[config.mk]
export PLATFORM = sky130hd
export DESIGN_NAME = chd_mul
export DESIGN_NICKNAME = d
export VERILOG_FILES = /design/src/hdl/chd_pkg.sv /design/src/hdl/chd_mul.sv
export SDC_FILE = /design/constraint.sdc
export NUM_CORES = 2
export LEC_CHECK = 0
export BUFFER_PORTS_ARGS = -buffer_cell sky130_fd_sc_hd__buf_2
export CAP_MARGIN = 20
export CORE_MARGIN = 2
export CORE_UTILIZATION = 51
export CTS_CLUSTER_DIAMETER = 120
export DETAILED_ROUTE_END_ITERATION = 10
export PLACE_DENSITY = 0.72
export SETUP_SLACK_MARGIN = 0.4
export SLEW_MARGIN = 20
export SYNTH_ARGS = -nofsm -noshare
export SYNTH_HDL_FRONTEND = slang
export SYNTH_SLANG_ARGS = --single-unit
[constraint.sdc]
create_clock -name clk_i -period 13 [get_ports clk_i]
set_input_delay 1.3 -clock clk_i [delete_from_list [all_inputs] [get_ports clk_i]]
set_output_delay 1.3 -clock clk_i [all_outputs]
set_load 0.005 [all_outputs]
[src/hdl/chd_pkg.sv]
// Shared types, constants and the quarter-wave sine table builder for the chorus.
// Depends on nothing; chd_ram aside, the design files use it by scoped names.
`default_nettype none

package chd_pkg;

  // Sample and phase formats
  localparam int SAMPLE_W  = 24;
  localparam int PHASE_W   = 24;
  localparam int DEPTH_W   = 13;
  localparam int MIX_W     = 17;

  // Delay line depth default (power of two, 1024 to 65536)
  localparam int DELAY_DEPTH_DEF = 16384;

  // Sine table: full-cycle entries, stored as a quarter wave plus one end point
  localparam int SINE_DEPTH = 1024;
  localparam int SINE_AW    = $clog2(SINE_DEPTH);
  localparam int QTR        = SINE_DEPTH / 4;
  localparam int QTR_AW     = $clog2(QTR) + 1;

  // Mix constants: 65536 is unity, anything at or below 655 bypasses
  localparam logic [MIX_W-1:0] MIX_ONE      = 17'd65536;
  localparam logic [MIX_W-1:0] BYPASS_LIMIT = 17'd656;

  // Configuration port
  localparam int CFG_IDX_W  = 2;
  localparam int CFG_DATA_W = 24;
  localparam logic [CFG_IDX_W-1:0] REG_LFO_INC = 2'd0;
  localparam logic [CFG_IDX_W-1:0] REG_DEPTH   = 2'd1;
  localparam logic [CFG_IDX_W-1:0] REG_MIX     = 2'd2;

  // Shared multiplier operand widths
  localparam int MUL_A_W = 32;
  localparam int MUL_B_W = 18;
  localparam int MUL_P_W = MUL_A_W + MUL_B_W;

  localparam logic [63:0] HALF_PI_Q30 = 64'd1686629713;
  localparam logic [63:0] Q30_ONE     = 64'd1 << 30;

  typedef logic [30:0] qtab_t [QTR+1];

  // sin of a quarter-turn fraction r (Q30), Taylor series to x^15, Q30 result
  function automatic logic [63:0] quarter_sine(input logic [63:0] r);
    logic [63:0] x;
    logic [63:0] sum;
    logic [63:0] term;
    x    = (r * HALF_PI_Q30) >> 30;
    sum  = x;
    term = x;
    for (int n = 1; n <= 7; n++) begin
      term = (term * x) >> 30;
      term = (term * x) >> 30;
      unique case (n)
        1: term = term / 64'd6;
        2: term = term / 64'd20;
        3: term = term / 64'd42;
        4: term = term / 64'd72;
        5: term = term / 64'd110;
        6: term = term / 64'd156;
        default: term = term / 64'd210;
      endcase
      if ((n % 2) == 1) begin
        sum = (sum > term) ? sum - term : 64'd0;
      end else begin
        sum = sum + term;
      end
    end
    return (sum > Q30_ONE) ? Q30_ONE : sum;
  endfunction

  // Quarter-wave table, entry j = sin(2*pi*j/SINE_DEPTH), j = 0 .. QTR
  function automatic qtab_t build_qtab();
    qtab_t       t;
    logic [63:0] r;
    logic [63:0] s;
    for (int j = 0; j <= QTR; j++) begin
      r    = 64'(j) << (32 - SINE_AW);
      s    = quarter_sine(r);
      t[j] = s[30:0];
    end
    return t;
  endfunction

endpackage

`default_nettype wire

[src/hdl/chd_mul.sv]
// Shared signed multiplier with a registered product, reused for every multiply step.
// Depends on chd_pkg for operand widths.
`default_nettype none

module chd_mul (
  input  wire logic                                clk_i,
  input  wire logic signed [chd_pkg::MUL_A_W-1:0]  a_i,
  input  wire logic signed [chd_pkg::MUL_B_W-1:0]  b_i,
  output      logic signed [chd_pkg::MUL_P_W-1:0]  p_o
);

  always_ff @(posedge clk_i) begin
    p_o <= a_i * b_i;
  end

endmodule

`default_nettype wire

# Word-level counts from Yosys, hierarchy flattened
# Cells that the tools add are included.
[op_classes]
n_mul = 1
[op_table]
columns = ["cell", "n"]
rows = [
  ["$mul 32x18->50", 1],
]
[word_totals]
out_inout_bits = 50
in_bits = 51
regBits = 50
elab_cells = 2

# Longest topological paths before layout
[logic_depth]
depth_word = 1
ltp_mapped = 24
depth_no_buf = 23

# Worst setup path before layout
# No wires, ideal clock.
[synth_path]
kind = "input to register"
from = "in a_i[17] (netlist name)"
to = "reg p_o[42] (netlist name)"
stages = 24
path_buffers = 3
slack_ns = 5.933
t_arrival_ns = 7.003
path_cell_list = "clkbuf_1 -> clkbuf_1 -> nand2_1 -> fa_1 -> inv_1 -> fa_1 -> inv_1 -> fa_1 -> fa_1 -> inv_1 -> fa_1 -> inv_1 -> fa_1 -> inv_1 -> ha_1 -> buf_2 -> a211oi_2 -> o21bai_1 -> a311oi_2 -> a21oi_1 -> o31ai_4 -> o21ai_2 -> or4_1 -> nand4_1"
[synth_between]
elab_chain_len = 1
[synth_lines]
columns = ["element", "line_no", "text"]
rows = [
  ["start, declared", "chd_mul.sv:7", "input wire logic signed [chd_pkg::MUL_A_W-1:0] a_i,"],
  ["$mul 32x18->50", "chd_mul.sv:13", "p_o <= a_i * b_i;"],
  ["end signal, assigned", "chd_mul.sv:13", ""],
  ["end, declared", "chd_mul.sv:9", "output logic signed [chd_pkg::MUL_P_W-1:0] p_o"],
]
# No other way between the ends.

# Final worst setup path
[layout_path]
from = "in b_i[4] (netlist name)"
to = "reg p_o[43] (netlist name)"
[layout_between]
elab_chain_len = 1
[layout_lines]
columns = ["element", "line_no", "text"]
rows = [
  ["start, declared", "chd_mul.sv:8", "input wire logic signed [chd_pkg::MUL_B_W-1:0] b_i,"],
  ["$mul 32x18->50", "chd_mul.sv:13", ""],
]
# No other way between the ends.

==> results by group <==
Finish
  – Largest registers: p_o: 50 flops
  – Final net count: 3029
  – Share of post-route cells with drive strength above 1: 0.0512
  – Fin area: 21800 sq um
  – Register area: 1000 sq um
  – Max reg flops: 50
  – Filler cell count: 3650
  – Largest Register: p_o
  – Multi-input gate area: 17100 sq um
  – Layout Utilization: 0.538
  – Layout area overhead: 4.57%

Placement
  – GPL Wtd Cong: 1.06
  – Area post-placement: 21600 sq um
  – # port buffers: 100
  – HPWL after detailed placement: 42000 um

Setup path
  – Setup crit end kind: flop
  – Crit path launch: b_i[4]
  – Worst setup SP type: primary input
  – Arr. time, crit path: 8.20 ns
  – WP data required: 13.24 ns
  – CP Max Fanout: 32
  – Crit Path Category: in2reg

GRT
  – Met1 Use GR: 0.340
  – Met2 Use GR: 0.446
  – Initial antenna violation count: 6
  – Gr ovfl total: 0
  – GR peak layer: met2
  – GRT Overall Usage: 0.266
  – GRT met3 Usage: 0.0501
  – Number of global-route vias before repair: 16800
  – Largest net degree at the start of global routing: 33
  – First-pass GRT wire length: 86900 um

Synthesis
  – Yosys top cell area share: 0.531
  – Cell area after synthesis: 20800 sq um
  – Synth Register Bits: 50
  – Async SR Flop Fraction: 0
  – Post-synthesis sequential area ratio: 0.0480
  – Main synth FF type: dfxtp_1
  – Syn_area_per_cell: 9.05 sq um
  – Post-synth EDFFs: 0
  – Synth area leaders: fa_1, inv_1, ha_1
  – Commonest cells post-synth: inv_1, fa_1, nand2_1
  – Synth Net Count: 3028
  – Mapped Cells: 2303
  – Yosys cell types: 52
  – Most common cell in the synthesized netlist: inv_1
  – Synth warn: 0
  – Top cell type by total area after synthesis: fa_1

Die
  – Number of top-level pins: 101
  – Die height: 206 um
  – Initial Util: 0.514
  – Die width: 206 um
  – # rows: 74
  – Core Footprint: 40600 sq um
  – Die ar.: 42500 sq um

Clock network
  – Deepest clock path buffer count: 2
  – Worst-path clk slew: 0.08 ns
  – Setup repair bufs after CTS: 0
  – Post-CTS Hold Fix Bufs: 0
  – Total CTS buffers: 5
  – CTS tree: done
  – CTS Sinks: 50
  – Post-CTS Resized: 0
  – CTS Root Cell: clkbuf_16
  – H-tree levels: 2

STA
  – Hold_ws: 1.41 ns
  – Slew headroom: 0.373
  – Setup TNS: 0 ns
  – RSZ-0062 raised after global routing: no
  – Slew Limit Fails: 0
  – Final Hold Fails: 0
  – Final period util: 0.612
  – Final min period: 7.95 ns
  – Final Setup Violations: 0
  – Fmax: 0.126 GHz
  – Worst-Margin Slew: 0.931 ns

Detailed routing
  – Initial drt markers: 860
  – Via count: 15000
  – DRT antenna net count: 0
  – WL final: 51300 um
  – # DRC: 0
  – Vias/cell: 5.29
  – Router iterations before antenna repair: 6
  – WL/cell: 18.0 um

Hold path
  – Hold Path Class: in2reg
  – Hold_sp: a_i[0]

Flow run
  – Max-Cap Viols: 0

Outcome
  – Outcome: completed
[path summary, 6_finish.rpt]
check | endpoint | cells past startpoint
max | p_o[43] | 20
min | p_o[0] | 2
[metrics by stage]
step	instances	worst slack, ns
5_1_grt	2840	4.75
2_1_floorplan	2303	5.93
3_3_place_gp	2829	4.86
3_5_place_dp	2829	4.77
6_report	2841	5.05
4_1_cts	2837	5.15
[layout make-up]
cell class | count | area share
flip-flops and latches | 50 | 0.0459
diodes | 4 | 0.000459
multi-input cells | 1526 | 0.785
repair buffers | 101 | 0.0233
inverters | 620 | 0.107
well taps | 532 | 0.0305
clock inverters | 3 | 0.00218
clock buffers | 5 | 0.00574
[worst max-delay path, cell delays in order]
cell	delay, ns
buf_2	0.62
nand2_1	0.21
fa_1	0.54
fa_1	0.51
fa_1	0.56
inv_1	0.07
fa_1	0.50
fa_1	0.50
inv_1	0.05
fa_1	0.47
inv_1	0.04
ha_1	0.35
and3_1	0.26
and3_1	0.36
nand4_1	0.36
a211o_1	0.51
a211o_1	0.42
o311ai_2	0.25
o211ai_1	0.14
xnor2_1	0.14
[layer usage]
metal,vias to the layer above,part of all wire
met5,-,0.00072
met4,6,0.043
met3,152,0.071
met2,560,0.49
met1,7741,0.39
li1,6569,-
[placed cells by master, fill, tap and decap left out, drive strengths merged, types with 2 or more instances in the layout]
| master | n |
|---|---|
| inv | 620 |
| fa | 553 |
| nand2 | 344 |
| and2 | 231 |
| ha | 121 |
| buf | 101 |
| dfxtp | 50 |
| a21oi | 48 |
| nor2 | 38 |
| xnor2 | 33 |
| o21ai | 24 |
| a21o | 22 |
| xor2 | 15 |
| nand3 | 13 |
| nand2b | 8 |
| nor3 | 8 |
| o21bai | 8 |
| nand4 | 7 |
| a31oi | 5 |
| clkbuf | 5 |
| a211oi | 5 |
| diode | 4 |
| o211ai | 4 |
| and3 | 4 |
| nor3b | 3 |
| a211o | 3 |
| nor2b | 3 |
| a21boi | 3 |
| a2111oi | 2 |
| o21a | 2 |
| a31o | 2 |
| clkinv | 2 |
[kinds of logic (layout without fill, tap and decap cells)]
group,count (synthesis),after routing,synth area share
flip-flops,50,50,0.0480
AND/OR/NAND/NOR,667,667,0.154
adder cells (fa/ha/maj),674,674,0.604
XOR/XNOR,48,48,0.0202
buffers and inverters,727,729,0.131
AO/OA/AOI/OAI,137,137,0.0436
other,0,4,0
Power is not shown: default switching activity piles up to over one toggle a cycle in this logic, so the estimate is an artifact.
